==> src/rtl/core/sfd_pkg.sv <==
`timescale 1ns / 1ps
// ============================================================================
// sfd_pkg
// Shared types and constants for the status frame deframer.
// ============================================================================
package sfd_pkg;

    // Parser state: one state per field of the frame.
    typedef enum logic [2:0] {
        S_HUNT,
        S_LEN_HI,
        S_LEN_LO,
        S_PAYLOAD,
        S_CRC_HI,
        S_CRC_LO,
        S_END
    } t_state;

    typedef logic [1:0] t_frame_status;

    localparam t_frame_status FS_NONE    = 2'd0;
    localparam t_frame_status FS_GOOD    = 2'd1;
    localparam t_frame_status FS_CRC_ERR = 2'd2;
    localparam t_frame_status FS_END_ERR = 2'd3;

    localparam logic [7:0]  START_SHORT   = 8'h02;
    localparam logic [7:0]  START_LONG    = 8'h03;
    localparam logic [7:0]  END_BYTE      = 8'h03;
    localparam logic [7:0]  OPCODE_RESET  = 8'd50;
    localparam logic [15:0] CRC_POLY      = 16'h1021;
    localparam logic [15:0] FIELD_FIRST   = 16'd5;
    localparam logic [15:0] FIELD_LAST    = 16'd18;
    localparam logic [15:0] MIN_STAT_LEN  = 16'd19;

endpackage

==> src/rtl/core/sfd_crc16_byte.sv <==
`timescale 1ns / 1ps
// ============================================================================
// sfd_crc16_byte
// One-byte update of CRC-16 (polynomial 0x1021, MSB first), combinational.
// ============================================================================
module sfd_crc16_byte
    import sfd_pkg::*;
(
    input  logic [15:0] i_crc,
    input  logic [7:0]  i_data,
    output logic [15:0] o_crc
);

    always_comb begin
        logic [15:0] v_r;
        v_r = i_crc ^ {i_data, 8'h00};
        for (int k = 0; k < 8; k++) begin
            if (v_r[15]) begin
                v_r = {v_r[14:0], 1'b0} ^ CRC_POLY;
            end else begin
                v_r = {v_r[14:0], 1'b0};
            end
        end
        o_crc = v_r;
    end

endmodule

==> src/rtl/core/status_frame_deframer_crc16.sv <==
`timescale 1ns / 1ps
// The result of an accepted word is registered at the clock edge that accepts it.
// One word per cycle while o_ready is high; next-state and CRC logic are combinational.
// A stalled result output holds the input off only while the result register is full.
// Reset (i_rst_n low, synchronous) returns the parser to hunting, clears all values,
// empties the result register and loads the status opcode register with 50.
// ============================================================================
// status_frame_deframer_crc16
// Deframes motor-controller status packets from a received byte stream, checks
// the CRC-16 over the payload and commits the signed status fields of good frames.
// ============================================================================
module status_frame_deframer_crc16
    import sfd_pkg::*;
(
    input  logic               i_clk,
    input  logic               i_rst_n,
    // Configuration: status opcode register.
    input  logic               i_cfg_wr_en,
    input  logic [7:0]         i_cfg_wr_data,
    // Input channel.
    input  logic               i_valid,
    output logic               o_ready,
    input  logic [7:0]         i_data_byte,
    input  logic               i_resync,
    // Result channel.
    output logic               o_valid,
    input  logic               i_ready,
    output logic [1:0]         o_frame_status,
    output logic               o_values_updated,
    output logic signed [31:0] o_current_x100,
    output logic signed [31:0] o_rpm_x100,
    output logic signed [15:0] o_voltage_x10,
    output logic signed [31:0] o_distance_count
);

    // ------------------------------------------------------------------------
    // Registers.
    // ------------------------------------------------------------------------
    t_state                r_state,   n_state;
    logic                  r_long,    n_long;
    logic [15:0]           r_len,     n_len;
    logic [15:0]           r_idx,     n_idx;
    logic [15:0]           r_crc,     n_crc;
    logic [15:0]           r_rx_crc,  n_rx_crc;
    logic [7:0]            r_first,   n_first;
    logic [111:0]          r_pend,    n_pend;
    logic signed [31:0]    r_cur,     n_cur;
    logic signed [31:0]    r_rpm,     n_rpm;
    logic signed [15:0]    r_volt,    n_volt;
    logic signed [31:0]    r_dist,    n_dist;
    t_frame_status         r_status,  n_status;
    logic                  r_upd,     n_upd;
    logic                  r_out_valid;
    logic [7:0]            r_opcode;

    logic                  w_accept;
    t_state                w_cur;
    logic [15:0]           w_crc_next;
    logic [15:0]           w_len_long;
    logic                  w_commit;

    // The input is taken whenever the result register is empty or is being
    // emptied in this same cycle, so the result of every accepted word has a
    // place to go at the same clock edge.
    assign o_ready  = !r_out_valid || i_ready;
    assign w_accept = i_valid && o_ready;

    // A resync word drops any partial frame and is parsed as if hunting.
    assign w_cur = i_resync ? S_HUNT : r_state;

    // Full 16-bit length once the second length byte arrives.
    assign w_len_long = {r_len[7:0], i_data_byte};

    sfd_crc16_byte u_crc (
        .i_crc  (r_crc),
        .i_data (i_data_byte),
        .o_crc  (w_crc_next)
    );

    // A frame commits its fields only if the end byte is right, the CRC
    // matches, the opcode is the status opcode and all fields were received.
    assign w_commit = (i_data_byte == END_BYTE) && (r_crc == r_rx_crc)
                   && (r_first == r_opcode) && (r_len >= MIN_STAT_LEN);

    // ------------------------------------------------------------------------
    // Next-state logic of the parser.
    // ------------------------------------------------------------------------
    always_comb begin
        n_state = r_state;
        if (w_accept) begin
            unique case (w_cur)
                S_HUNT: begin
                    if (i_data_byte == START_SHORT || i_data_byte == START_LONG) begin
                        n_state = S_LEN_HI;
                    end else begin
                        n_state = S_HUNT;
                    end
                end
                S_LEN_HI: begin
                    if (r_long) begin
                        n_state = S_LEN_LO;
                    end else if (i_data_byte == 8'h00) begin
                        n_state = S_CRC_HI;
                    end else begin
                        n_state = S_PAYLOAD;
                    end
                end
                S_LEN_LO: begin
                    n_state = (w_len_long == 16'h0000) ? S_CRC_HI : S_PAYLOAD;
                end
                S_PAYLOAD: begin
                    n_state = (r_idx + 16'd1 == r_len) ? S_CRC_HI : S_PAYLOAD;
                end
                S_CRC_HI: n_state = S_CRC_LO;
                S_CRC_LO: n_state = S_END;
                S_END:    n_state = S_HUNT;
                default:  n_state = S_HUNT;
            endcase
        end
    end

    // ------------------------------------------------------------------------
    // Datapath and result logic of the parser.
    // ------------------------------------------------------------------------
    always_comb begin
        n_long   = r_long;
        n_len    = r_len;
        n_idx    = r_idx;
        n_crc    = r_crc;
        n_rx_crc = r_rx_crc;
        n_first  = r_first;
        n_pend   = r_pend;
        n_cur    = r_cur;
        n_rpm    = r_rpm;
        n_volt   = r_volt;
        n_dist   = r_dist;
        n_status = FS_NONE;
        n_upd    = 1'b0;
        unique case (w_cur)
            S_HUNT: begin
                if (i_data_byte == START_SHORT || i_data_byte == START_LONG) begin
                    n_long   = (i_data_byte == START_LONG);
                    n_len    = 16'h0000;
                    n_crc    = 16'h0000;
                    n_rx_crc = 16'h0000;
                    n_first  = 8'h00;
                end
            end
            S_LEN_HI: begin
                n_len = {8'h00, i_data_byte};
                n_idx = 16'h0000;
            end
            S_LEN_LO: begin
                n_len = w_len_long;
                n_idx = 16'h0000;
            end
            S_PAYLOAD: begin
                n_crc = w_crc_next;
                n_idx = r_idx + 16'd1;
                if (r_idx == 16'h0000) begin
                    n_first = i_data_byte;
                end
                // Payload bytes 5 through 18 shift in, first byte ending on top.
                if (r_idx >= FIELD_FIRST && r_idx <= FIELD_LAST) begin
                    n_pend = {r_pend[103:0], i_data_byte};
                end
            end
            S_CRC_HI: n_rx_crc = {i_data_byte, 8'h00};
            S_CRC_LO: n_rx_crc = {r_rx_crc[15:8], i_data_byte};
            S_END: begin
                if (i_data_byte != END_BYTE) begin
                    n_status = FS_END_ERR;
                end else if (r_crc != r_rx_crc) begin
                    n_status = FS_CRC_ERR;
                end else begin
                    n_status = FS_GOOD;
                end
                if (w_commit) begin
                    n_cur  = r_pend[111:80];
                    n_rpm  = r_pend[79:48];
                    n_volt = r_pend[47:32];
                    n_dist = r_pend[31:0];
                    n_upd  = 1'b1;
                end
            end
            default: begin
                n_status = FS_NONE;
            end
        endcase
    end

    // ------------------------------------------------------------------------
    // State, configuration and result registers.
    // ------------------------------------------------------------------------
    always_ff @(posedge i_clk) begin
        if (!i_rst_n) begin
            r_state     <= S_HUNT;
            r_long      <= 1'b0;
            r_len       <= 16'h0000;
            r_idx       <= 16'h0000;
            r_crc       <= 16'h0000;
            r_rx_crc    <= 16'h0000;
            r_first     <= 8'h00;
            r_pend      <= '0;
            r_cur       <= '0;
            r_rpm       <= '0;
            r_volt      <= '0;
            r_dist      <= '0;
            r_status    <= FS_NONE;
            r_upd       <= 1'b0;
            r_out_valid <= 1'b0;
            r_opcode    <= OPCODE_RESET;
        end else begin
            r_state <= n_state;
            if (i_cfg_wr_en) begin
                r_opcode <= i_cfg_wr_data;
            end
            if (w_accept) begin
                r_long   <= n_long;
                r_len    <= n_len;
                r_idx    <= n_idx;
                r_crc    <= n_crc;
                r_rx_crc <= n_rx_crc;
                r_first  <= n_first;
                r_pend   <= n_pend;
                r_cur    <= n_cur;
                r_rpm    <= n_rpm;
                r_volt   <= n_volt;
                r_dist   <= n_dist;
                r_status <= n_status;
                r_upd    <= n_upd;
            end
            if (w_accept) begin
                r_out_valid <= 1'b1;
            end else if (i_ready) begin
                r_out_valid <= 1'b0;
            end
        end
    end

    // The committed values change only when a word is accepted, which is also
    // the only time the result register loads, so they drive the ports directly.
    assign o_valid          = r_out_valid;
    assign o_frame_status   = r_status;
    assign o_values_updated = r_upd;
    assign o_current_x100   = r_cur;
    assign o_rpm_x100       = r_rpm;
    assign o_voltage_x10    = r_volt;
    assign o_distance_count = r_dist;

`ifndef SYNTHESIS
    a_upd_only_good: assert property (@(posedge i_clk) disable iff (!i_rst_n)
        (o_valid && o_values_updated) |-> (o_frame_status == FS_GOOD))
        else $error("values committed on a frame that was not good");

    a_reset_empty: assert property (@(posedge i_clk)
        !i_rst_n |=> !o_valid)
        else $error("result valid right after reset");

    a_status_only_at_end: assert property (@(posedge i_clk) disable iff (!i_rst_n)
        (w_accept && (i_resync || r_state != S_END)) |=> (o_frame_status == FS_NONE))
        else $error("frame status reported outside the end byte");

    a_values_hold: assert property (@(posedge i_clk) disable iff (!i_rst_n)
        ($past(i_rst_n) && !o_values_updated) |->
            ($stable(o_current_x100) && $stable(o_rpm_x100)
             && $stable(o_voltage_x10) && $stable(o_distance_count)))
        else $error("status values changed without a commit");
`endif

endmodule
==> config.mk <==
export PLATFORM = sky130hd
export DESIGN_NAME = status_frame_deframer_crc16
export DESIGN_NICKNAME = d
export VERILOG_FILES = /design/src/rtl/core/sfd_pkg.sv /design/src/rtl/core/sfd_crc16_byte.sv /design/src/rtl/core/status_frame_deframer_crc16.sv
export SDC_FILE = /design/constraint.sdc
export NUM_CORES = 1
export LEC_CHECK = 0
export ABC_AREA = 0
export BUFFER_PORTS_ARGS = -buffer_cell sky130_fd_sc_hd__clkbuf_2
export CAP_MARGIN = 20
export CORE_MARGIN = 2
export CORE_UTILIZATION = 40
export DETAILED_ROUTE_END_ITERATION = 12
export PLACE_DENSITY = 0.56
export SYNTH_ARGS = -nofsm -noshare
export SYNTH_HDL_FRONTEND = slang
export SYNTH_SLANG_ARGS = --single-unit
export TNS_END_PERCENT = 50
==> constraint.sdc <==
create_clock -name i_clk -period 6.55 [get_ports i_clk]
set_input_delay 0.3275 -clock i_clk [delete_from_list [all_inputs] [get_ports i_clk]]
set_output_delay 0.3275 -clock i_clk [all_outputs]
set_load 0.05 [all_outputs]
; ---- Yosys cells after proc, flatten, opt, wreduce, memory -nomap -nowiden
; Index checks and enable logic that the tools add are counted.
[word_totals]
register_bits = 312
output_inout_bits = 117
word_cells = 104
[op_classes]
addsub = 1
n_lt_le_gt_ge = 3
n_eq_ne = 15
n_mux = 30
n_bitwise = 10
reduce_logical = 28
[op_table]
columns = cell, n
row1 = $mux W13, 8
row2 = $pmux W16 S3, 2
row3 = $pmux W16 S2, 2
row4 = $eq A16 B16 Y1, 2
row5 = $logic_not A16 Y1, 2
row6 = $not A3 Y3, 8
row7 = $pmux W3 S6, 1
row8 = $reduce_and A3 Y1, 6
row9 = $add A16 B1 Y16 const B, 1
row10 = $eq A8 B2 Y1 const B, 2
row11 = $ge A16 B3 Y1 const B, 1
row12 = $ge A16 B5 Y1 const B, 1
row13 = $le A16 B5 Y1 const B, 1
row14 = $mux W16, 1
row15 = $mux W8, 2
row16 = $ne A16 B16 Y1, 1
row17 = $pmux W8 S2, 1
row18 = $xor A16 B16 Y16, 1
row19 = $mux W3, 5
row20 = $eq A3 B3 Y1 const B, 3
row21 = $eq A8 B8 Y1, 1
row22 = $logic_not A8 Y1, 1
row23 = $ne A8 B2 Y1 const B, 1
row24 = $reduce_and A4 Y1, 2
row25 = 14 further kinds, 31

; ---- Logic depth before layout (Yosys ltp)
; Gate-level depths: netlist (run 1).
[logic_depth]
depth_word = 18
ltp_mapped = 12

; ---- Hierarchy
; Synthesis (run 1) repeated with hierarchy kept, for this count alone.
[hier_totals]
hier_cells = 1560
area_unflattened_um2 = 12545.8
[by_module_without_submodules]
columns = mod, instances, cells_each, area_each_um2, seq_area_each_um2
row1 = status_frame_deframer_crc16, 1, 1535, 12150.4, 6246.0
row2 = sfd_crc16_byte, 1, 25, 395.4, 0.0

; ---- Least setup slack after synthesis (run 1)
; Ideal clock, no wire load.
[synth_path]
path_type = reg-to-reg
startpoint = register r_out_valid, in the netlist o_valid
endpoint = register r_pend[1]
setup_time_ns = 0.071
arrival_time_ns = 2.536
setup_slack_ns = 3.943
path_stages_with_launch = 11
path_buffers = 3
cell_sequence = dfxtp_1 -> nand2b_1 -> nand2_1 -> nor2_1 -> nand3_1 -> or2_1 -> clkbuf_1 -> clkbuf_1 -> clkbuf_1 -> nand2_1 -> a21oi_1
[synth_between]
elab_chain_len = 4
[synth_lines]
columns = item, line
row1 = start: declaration, status_frame_deframer_crc16.sv:53  ; logic r_out_valid;
row2 = start signal: assignment, status_frame_deframer_crc16.sv:211  ; r_out_valid <= 1'b0;
row3 = start signal: assignment, status_frame_deframer_crc16.sv:234  ; r_out_valid <= 1'b1;
row4 = start signal: assignment, status_frame_deframer_crc16.sv:236  ; r_out_valid <= 1'b0;
row5 = $logic_not A1 Y1, status_frame_deframer_crc16.sv:65  ; assign o_ready = !r_out_valid || i_ready;
row6 = $logic_or A1 B1 Y1, status_frame_deframer_crc16.sv:65
row7 = named net o_ready, status_frame_deframer_crc16.sv:22  ; output logic o_ready,
row8 = $logic_and A1 B1 Y1, status_frame_deframer_crc16.sv:66  ; assign w_accept = i_valid && o_ready;
row9 = $reduce_and A3 Y1 (no source line), -
row10 = end signal: assignment, status_frame_deframer_crc16.sv:225  ; r_pend <= n_pend;
row11 = end: declaration, status_frame_deframer_crc16.sv:46  ; logic [111:0] r_pend, n_pend;
; The timed path passes the listed nets, and every way through them passes these cells.
; A chain may end at the register's enable or synchronous reset.

; ---- Worst setup path in the final report (run 1)
[layout_path]
startpoint = register r_out_valid, in the netlist o_valid
endpoint = register r_cur[2], in the netlist o_current_x100[2]
[layout_between]
elab_chain_len = 4
[layout_lines]
columns = item, line
row1 = $logic_not A1 Y1, status_frame_deframer_crc16.sv:65
row2 = $logic_or A1 B1 Y1, status_frame_deframer_crc16.sv:65
row3 = $logic_and A1 B1 Y1, status_frame_deframer_crc16.sv:66
row4 = $reduce_and A3 Y1 (no source line), -
row5 = end signal: assignment, status_frame_deframer_crc16.sv:226  ; r_cur <= n_cur;
row6 = end: declaration, status_frame_deframer_crc16.sv:47  ; logic signed [31:0] r_cur, n_cur;
; No other way between the ends.

==> impl_metrics.py, run 1 <==
metrics = {
    "sta": {
        "period_share": 0.533,
        "clock_skew_ps": 26.3,
        "relSlewSlack": 0.311,
        "finalHoldViolations": 0,
        "worst_pin_slew_ps": 1030,
        "fmax_ghz": 0.286,
        "fin_crit_ps": 3490,
        "slew_violations": 0,
        "fin_setup_tns_ps": 0,
        "rsz0062_at_grt": "false",
        "finalSetupViolCount": 0,
    },
    "placement": {
        "hpwl_um": 20300,
        "port_buffers": 138,
        "gp_congestion": 0.854,
        "placed_area_um2": 13200,
    },
    "finish": {
        "final_nets": 1663,
        "final_common_cell": "nand2_1",
        "final_area_um2": 14300,
        "area_delta_synth_final_pct": 14.7,
        "layout_common_cells": "499 x nand2_1, 312 x dfxtp_1, 271 x a21oi_1",
        "diodes": 0,
        "drive_above_1_share": 0.128,
    },
    "setup_path": {
        "cp-end-kind": "flop",
        "path_depth": 8,
        "r2r_cells": 8,
        "worst-endpoint-required_ps": 6960,
        "crit_slowest_cell": "and3_4",
        "crit_family": "simple AND/OR/NAND/NOR gates",
        "cp_slowest_stage_delay_ps": 760,
        "cp.arrival_ps": 3900,
        "worstPathCellList": "nand2b_1, and2_1, nand4_1, nor3_1, and3_4, buf_4, nand2_1, a21oi_1",
        "crit_fanout": 69,
        "worstSetupStartpointType": "flop",
        "path_class": "reg2reg",
        "critPathBufInv": 1,
    },
    "global_route": {
        "grt_start_max_net_pins": 112,
        "grt_pass1_vias": 10000,
        "grt_pass1_wl_um": 52500,
        "antenna_found_initial": 0,
        "track_usage": 0.193,
        "grt_overflow": 0,
    },
    "clocking": {
        "cts_setup_buffers": 0,
        "htree_levels": 2,
        "cts.clk_slew.worst_paths_ps": 60,
        "cts_tree": "done",
        "ctsRootBufferMaster": "clkbuf_16",
        "cts.sinks": 312,
        "clockBufferDepth": 3,
        "cts_buffers": 35,
        "cts.repair.resized": 0,
        "postCtsHoldBufs": 0,
        "insertion_delay_ps": 510,
    },
    "floorplan": {
        "die_w_um": 180,
        "fp.dieArea_um2": 32500,
        "num_rows": 64,
        "core_um2": 30600,
        "die_y_um": 180,
        "ioPinCount": 139,
        "start_util": 0.406,
    },
    "yosys": {
        "synth_ff_type": "dfxtp_1",
        "syn_nets": 1601,
        "ys_seq_elements": 312,
        "yosysSeqAreaShare": 0.503,
        "synth_cell_types": 59,
        "netlist_area_um2": 12400,
        "synth_edf_count": 0,
        "syn_avg_cell_area_um2": 7.89,
        "synthArstFlopShare": 0,
        "syn-instance-count": 1574,
        "ys_warn_count": 0,
    },
    "routing": {
        "drt_first_pass_iters": 5,
        "ant_nets": 0,
        "wl_per_cell_um": 15.6,
        "drt_iter0_drc": 825,
        "via_count": 10600,
        "viasPerCell": 5.19,
        "finalWirelength_um": 32100,
        "drcViolationCount": 0,
    },
    "run_status": {
        "run_status": "completed",
    },
    "power": {
        "leakagePower_uw": 0.00510,
        "p_per_area_nw_per_um2": 266,
        "ir_drop_mv": 0.153,
    },
    "hold_path": {
        "hp-class": "in2reg",
        "holdPathStages": 3,
    },
    "job": {
        "cap_violations": 0,
    },
}
power by group:
part / internal [uW] / leakage [uW] / switching (uW)
Combinational: 20.7 / 0.00207 / 64.9
Clock: 1030 / 0.000513 / 769
Sequential: 1900 / 0.00251 / 2.78
Total: 2960 / 0.00510 / 837
Yosys cell counts, types with 8 or more instances:
cell / n / share of area
a21oi_1: 271 / 0.11
a22oi_1: 37 / 0.022
buf_2: 23 / 0.0093
buf_4: 11 / 0.0066
clkbuf_1: 86 / 0.026
dfxtp_1: 312 / 0.50
inv_1: 8 / 0.0024
mux2i_1: 8 / 0.0064
nand2_1: 499 / 0.15
nand3_1: 27 / 0.011
nand4_1: 21 / 0.011
nor2_1: 77 / 0.023
nor3_1: 16 / 0.0064
nor4_1: 13 / 0.0065
o21ai_0: 16 / 0.0064
xnor2_1: 31 / 0.022
xor2_1: 38 / 0.027
worst reg2reg max path: cells and delay by family (launching register included):
family,cells,cell delay [ps]
and+or+nand+nor,6,2350
DFF,1,310
AOI/OAI and AO/OA,1,150
buffers and inverters,1,590
cell families (layout without fill, tap and decap cells):
group | after synthesis | in the layout | share of synthesized area
buf+inv | 133 | 216 | 0.0464
mux | 8 | 8 | 0.00644
simple gates | 690 | 690 | 0.231
flops | 312 | 312 | 0.503
xor+xnor | 69 | 69 | 0.0486
fa+ha+maj | 6 | 6 | 0.00584
compound gates | 356 | 356 | 0.159
flip-flops by register name (all words and copies together), names as in the netlist:
register,cells
r_pend,112
o_current_x100,32
o_distance_count,32
o_rpm_x100,32
o_voltage_x10,16
r_crc,16
r_idx,16
r_len,16
r_rx_crc,16
r_first,8
r_opcode,8
r_state,3
o_frame_status,2
o_valid,1
o_values_updated,1
r_long,1
path summary, 6_finish.rpt:
kind / start / to / slack (ps)
setup / recovery: o_valid / o_current_x100[2] / 3060
hold / removal: i_cfg_wr_data[5] / r_opcode[5] / 30
hold reg to reg: o_current_x100[2] / o_current_x100[2] / 450
setup reg to reg: o_valid / o_current_x100[2] / 3060
layer usage:
metal | wire, um | GRT usage | vias up
li1 | - | - | 5388
met1 | 15900 | 0.281 | 4955
met2 | 14100 | 0.296 | 257
met3 | 1480 | 0.0303 | 45
met4 | 648 | 0.0526 | 0
met5 | 0 | 0 | -
through the flow:
stage          instances  hold WS (ps)  setup WS, ps  power, uW   util
2_1_floorplan       1574           437          3940       2010      -
3_3_place_gp        1994           440          3110       2030  0.431
3_5_place_dp        1994           443          3000       2030  0.431
4_1_cts             2052          8.49          3100       3840  0.465
5_1_grt             2053          33.6          2790       3920  0.466
6_report            2053          32.2          3060       3790  0.466
layout make-up:
cell class              instances  area (um2)
fillers                      3124       16300
multi-input cells            1129        5640
repair buffers                148         786
clock buffers                  48         965
clock inverters                10        78.8
flip-flops and latches        312        6250
inverters                      10        45.0
well taps                     396         495
Note: power is estimated with default switching activity, not from simulation.
==> run 2: changes to the inputs <==
--- a/config.mk
+++ b/config.mk
@@ -5,7 +5,7 @@
 export SDC_FILE = /design/constraint.sdc
 export NUM_CORES = 1
 export LEC_CHECK = 0
-export ABC_AREA = 0
+export ABC_AREA = 1
 export BUFFER_PORTS_ARGS = -buffer_cell sky130_fd_sc_hd__clkbuf_2
 export CAP_MARGIN = 20
 export CORE_MARGIN = 2
==> constraint.sdc (replaced) <==
create_clock -name i_clk -period 3.4 [get_ports i_clk]
set_input_delay 0.17 -clock i_clk [delete_from_list [all_inputs] [get_ports i_clk]]
set_output_delay 0.17 -clock i_clk [all_outputs]
set_load 0.05 [all_outputs]
==> run 2 against run 1 <==
- via count down 0.72%
- global-route usage rose by 0.19 points
- sequential power increased by 93%
- non-clock buffer count increased by 19
- critical path type unchanged
- critical endpoint is now r_pend[93]
- largest power group is now clock
==> impl_metrics.py, run 2 <==
metrics = {
    "setup_path": {
        "path_class": "reg2reg",
        "worst-endpoint-required_ps": 3820,
        "cp.arrival_ps": 3060,
        "worstSetupStartpointType": "flop",
        "crit_fanout": 116,
        "r2r_cells": 14,
        "cp-end-kind": "flop",
        "crit_slowest_cell": "buf_12",
        "timing.rr.start": "r_state[1]",
        "cp_slowest_stage_delay_ps": 440,
        "worstPathCellList": "inv_2, nor2_2, inv_2, nor2_1, inv_2, nor2_2, buf_4, nand2_2, clkinv_2, nand3_1, nor4_4, buf_12, nor2_1, a211oi_1",
        "reg2reg_slack_ps": 760,
        "cpMostUsedCell": "inv_2",
        "reg2reg_to": "r_pend[93]",
    },
    "hold_path": {
        "holdPathEnd": "r_rx_crc[12]",
        "holdPathStages": 3,
        "min-delay-start": "i_data_byte[4]",
        "hp-class": "in2reg",
    },
    "finish": {
        "diodes": 0,
        "area_delta_synth_final_pct": 17.8,
        "fillers": 3075,
        "layout_common_cells": "312 x dfxtp_1, 194 x nor2_1, 187 x a21oi_1",
        "largest_reg_flops": 112,
        "fin_cells": 2098,
        "final_common_cell": "dfxtp_1",
        "final_nets": 1700,
        "drive_above_1_share": 0.157,
        "top_register": "r_pend",
    },
    "floorplan": {
        "die_y_um": 182,
        "num_rows": 65,
        "die_w_um": 182,
        "fp.dieArea_um2": 33000,
        "core_um2": 31300,
        "start_util": 0.403,
        "ioPinCount": 139,
    },
    "global_route": {
        "antenna_found_initial": 0,
        "grt_pass1_wl_um": 52900,
        "grt_overflow": 0,
        "grt_pass1_vias": 9996,
        "grt_start_max_net_pins": 127,
        "track_usage": 0.195,
    },
    "yosys": {
        "ys_seq_elements": 312,
        "synth_cell_types": 36,
        "synthArstFlopShare": 0,
        "post_synth_most_frequent_cells": "312 x dfxtp_1, 194 x nor2_1, 187 x a21oi_1, 180 x nand2_1, 170 x inv_1",
        "syn_nets": 1594,
        "synth_most_common_cell": "dfxtp_1",
        "synth_ff_type": "dfxtp_1",
        "netlist_area_um2": 12600,
        "yosysSeqAreaShare": 0.494,
        "synth_edf_count": 0,
        "syn-instance-count": 1567,
        "syn_avg_cell_area_um2": 8.06,
        "ys_top_cells_by_area": "dfxtp_1 49%, a21oi_1 7.4%, nor2_1 5.8%",
        "ys_warn_count": 0,
        "synthDominantCellAreaShare": 0.494,
        "yosys.area.top_type": "dfxtp_1",
    },
    "routing": {
        "finalWirelength_um": 32300,
        "drt_first_pass_iters": 5,
        "wl_per_cell_um": 15.4,
        "viasPerCell": 5.04,
        "ant_nets": 0,
        "drcViolationCount": 0,
        "via_count": 10600,
        "drt_iter0_drc": 720,
    },
    "clocking": {
        "clockBufferDepth": 3,
        "cts.clk_slew.worst_paths_ps": 60,
        "insertion_delay_ps": 510,
        "cts_setup_buffers": 0,
        "cts_tree": "done",
        "cts.sinks": 312,
        "ctsRootBufferMaster": "clkbuf_16",
        "htree_levels": 2,
        "cts_buffers": 36,
    },
    "sta": {
        "relSlewSlack": 0.364,
        "period_share": 0.776,
        "fmax_ghz": 0.379,
        "clock_skew_ps": 14.3,
        "fin_crit_ps": 2640,
        "fin_setup_tns_ps": 0,
        "slew_violations": 0,
        "worst_pin_slew_ps": 948,
        "rsz0062_at_grt": "false",
        "finalHoldViolations": 0,
        "finalSetupViolCount": 0,
    },
    "placement": {
        "gp_congestion": 0.886,
        "dp_cells": 2023,
        "hpwl_um": 21600,
        "port_buffers": 138,
    },
    "run_status": {
        "run_status": "completed",
    },
    "power": {
        "leakagePower_uw": 0.00560,
        "p_per_area_nw_per_um2": 513,
        "ir_drop_mv": 0.393,
    },
    "job": {
        "cap_violations": 0,
    },
}
[run 2: report_power, final]
group	internal [uW]	switching, uW
combinational	54.6	129
clock	2290	1490
sequential	3660	6.06
total	6010	1620
[run 2: metal layers]
layer / wire length (um) / track usage / vias to the layer above / share of wire
li1: - / - / 5430 / -
met1: 15200 / 0.269 / 4842 / 0.47
met2: 14800 / 0.314 / 235 / 0.46
met3: 1400 / 0.0291 / 61 / 0.043
met4: 942 / 0.0602 / 0 / 0.029
met5: 0 / 0 / - / 0
[run 2: repair_timing]
item	in CTS	in global routing
resized for setup	0	0
endpoints found under the hold margin	10	0
endpoints found under the setup margin	0	0
hold buffers	13	0
[run 2: worst max-delay path, delay by kind of cell, from the launching register on]
family / cells / cell delay, ps
buf+inv: 6 / 930
simple gates: 7 / 920
flops: 1 / 390
compound gates: 1 / 190
[run 2: how the worst max path moves through the flow]
| stage | cells after the start | end | slack [ps] | from |
|---|---|---|---|---|
| finish | 14 | r_pend[93] | 760 | r_state[1] |
| CTS | 14 | r_pend[78] | 780 | r_state[1] |
| global route | 15 | r_state[2] | 350 | r_idx[0] |
| detailed placement | 16 | r_state[1] | 780 | r_idx[0] |
| global placement | 14 | r_pend[5] | 750 | r_state[1] |
| floorplan | 10 | r_len[12] | 740 | o_valid |
[run 2: kinds of logic after synthesis]
kind of cell / synth area share
buffers and inverters: 0.0891
AO/OA/AOI/OAI: 0.219
flip-flops: 0.494
XOR/XNOR: 0.0334
AND/OR/NAND/NOR: 0.159
adder cells (fa/ha/maj): 0.00495
[run 2: cell type report]
| cell class | count | area [um2] | share of cell area |
|---|---|---|---|
| repair buffers | 167 | 1040 | 0.0698 |
| inverters | 176 | 667 | 0.0448 |
| flip-flops and latches | 312 | 6250 | 0.420 |
| clock buffers | 48 | 996 | 0.0669 |
| multi-input cells | 980 | 5270 | 0.354 |
| well taps | 402 | 503 | 0.0338 |
| clock inverters | 13 | 161 | 0.0108 |
[run 2: stage by stage]
step,hold WS [ps],util,cell area (um2),setup WS [ps],power (uW)
final,24.8,0.475,14900,760,7630
after global routing,30.7,0.475,14900,346,7900
after CTS,7.40,0.474,14900,776,7740
after detailed placement,395,0.433,13600,783,3920
after global placement,390,0.433,13600,749,3920
after floorplan,296,-,12600,738,3860
==> run 3: changes to the inputs <==
==> constraint.sdc (replaced) <==
create_clock -name i_clk -period 2.7 [get_ports i_clk]
set_input_delay 0.135 -clock i_clk [delete_from_list [all_inputs] [get_ports i_clk]]
set_output_delay 0.135 -clock i_clk [all_outputs]
set_load 0.05 [all_outputs]
==> run 3 against run 2 <==
- worst hold slack improved by 3.2 ps
- worst setup slack worse by 520 ps
- register-to-register slack worse by 520 ps
- clock skew grew 6.5 ps
- clock power rose by 24%
- die area did not move
- critical endpoint is now r_pend[78]
- largest power group unchanged
==> impl_metrics.py, run 3 (synthesized netlist as in run 2, its figures left out) <==
metrics = {
    "floorplan": {
        "die_y_um": 182,
        "ioPinCount": 139,
        "start_util": 0.403,
        "die_w_um": 182,
        "num_rows": 65,
        "core_um2": 31300,
        "fp.dieArea_um2": 33000,
    },
    "placement": {
        "place_worst_setup_slack_ps": 274,
        "port_buffers": 138,
        "placed_area_um2": 13800,
        "gp_congestion": 0.856,
        "hpwl_um": 21300,
    },
    "sta": {
        "worst_pin_slew_ps": 728,
        "hold_slack_ps": 28.0,
        "finalSetupViolCount": 0,
        "fin_crit_ps": 2460,
        "fmax_ghz": 0.407,
        "period_share": 0.911,
        "worst_slack_ps": 241,
        "fin_setup_tns_ps": 0,
        "relSlewSlack": 0.512,
        "finalHoldViolations": 0,
        "clock_skew_ps": 20.8,
        "slew_violations": 0,
        "rsz0062_at_grt": "false",
    },
    "finish": {
        "final_common_cell": "dfxtp_1",
        "layout_common_cells": "312 x dfxtp_1, 194 x nor2_1, 187 x a21oi_1",
        "top_register": "r_pend",
        "final_nets": 1717,
        "area_delta_synth_final_pct": 19.2,
        "drive_above_1_share": 0.165,
        "final_area_um2": 15100,
        "diodes": 0,
        "largest_reg_flops": 112,
    },
    "setup_path": {
        "timing.rr.start": "r_idx[9]",
        "crit_fanout": 41,
        "worstPathCellList": "nor4_1, nand2_1, nor4_4, buf_12, buf_12, nor2_1, a211oi_1",
        "reg2reg_slack_ps": 240,
        "cp.arrival_ps": 2890,
        "path_class": "reg2reg",
        "worst-endpoint-required_ps": 3130,
        "cp-end-kind": "flop",
        "worstSetupStartpointType": "flop",
        "r2r_cells": 7,
        "crit_slowest_cell": "nor4_1",
        "reg2reg_to": "r_pend[78]",
        "cpMostUsedCell": "buf_12",
        "cp_slowest_stage_delay_ps": 640,
    },
    "routing": {
        "finalWirelength_um": 32000,
        "drcViolationCount": 0,
        "drt_first_pass_iters": 7,
        "via_count": 10500,
        "drt_iter0_drc": 750,
        "viasPerCell": 4.97,
        "ant_nets": 0,
        "wl_per_cell_um": 15.1,
    },
    "clocking": {
        "cts_buffers": 35,
        "postCtsHoldBufs": 15,
        "cts.repair.resized": 0,
        "ctsRootBufferMaster": "clkbuf_16",
        "cts.sinks": 312,
        "cts_setup_buffers": 0,
        "clockBufferDepth": 3,
        "htree_levels": 2,
        "cts.clk_slew.worst_paths_ps": 60,
        "cts_tree": "done",
        "insertion_delay_ps": 520,
    },
    "hold_path": {
        "hp-class": "in2reg",
        "holdPathEnd": "r_opcode[3]",
        "min-delay-start": "i_cfg_wr_en",
        "holdPathStages": 3,
    },
    "power": {
        "p_per_area_nw_per_um2": 635,
        "switching_share": 0.217,
        "comb_power_share": 0.026,
        "p_clk_frac": 0.491,
        "leakagePower_uw": 0.00570,
        "power_uw": 9560,
        "intPower_uw": 7490,
        "ir_drop_mv": 0.423,
        "p_sw_uw": 2070,
        "seqPwrFrac": 0.483,
    },
    "global_route": {
        "track_usage": 0.190,
        "grt_pass1_wl_um": 51500,
        "antenna_found_initial": 0,
        "grt_start_max_net_pins": 127,
        "grt_overflow": 0,
        "grt_pass1_vias": 9912,
    },
    "job": {
        "cap_violations": 0,
    },
    "run_status": {
        "run_status": "completed",
    },
}
-- run 3: cell count changes in the layout (fill, tap and decap cells not counted), sizes merged --
cell,change
buf,+16
bufinv,-2
clkbuf,+4
clkinv,-1
clkinvlp,-1
dlygate4sd3,+2
-- run 3: per-layer routing --
metal  GRT usage  routed length, um  up-vias
li1            -                  -     5468
met1       0.260              15300     4795
met2       0.315              14800      205
met3      0.0287               1260       51
met4      0.0520                656        0
met5           0                  0        -
-- run 3: cell type report --
class                      count  area [um2]
multi-input combinational    980        5270
sequential                   312        6250
timing repair buffer         185        1230
clock inverter                 9        88.8
fill                        3047       16300
tap                          402         503
inverter                     176         667
clock buffer                  52        1050
-- run 3: how the worst max path moves through the flow --
stage,startpoint,to,slack [ps],depth (start not counted)
finish,r_idx[9],r_pend[78],240,7
global route,r_idx[0],r_state[2],70,13
CTS,r_idx[0],r_state[2],270,13
detailed placement,r_idx[0],r_state[2],270,13
global placement,r_idx[0],r_state[0],330,14
floorplan,o_valid,r_len[12],40,10
-- run 3: worst max-delay path: cells and delay by family, from the launching register on --
family,cells,cell delay [ps]
compound gates,1,160
simple gates,4,1250
flops,1,370
buf+inv,2,550
-- run 3: stage by stage --
stage | util | instances
2_1_floorplan | - | 1567
3_3_place_gp | 0.440 | 2040
3_5_place_dp | 0.440 | 2040
4_1_cts | 0.481 | 2116
5_1_grt | 0.481 | 2116
6_report | 0.481 | 2116
-- run 3: power groups by stage --
| stage | Clock (uW) | Sequential, uW | Combinational, uW |
|---|---|---|---|
| 6_report | 4690 | 4620 | 245 |
| 4_1_cts | 4820 | 4620 | 246 |
| 3_3_place_gp | 0 | 4720 | 228 |
| 5_1_grt | 4990 | 4620 | 267 |
| 2_1_floorplan | 0 | 4720 | 136 |
| 3_5_place_dp | 0 | 4720 | 228 |
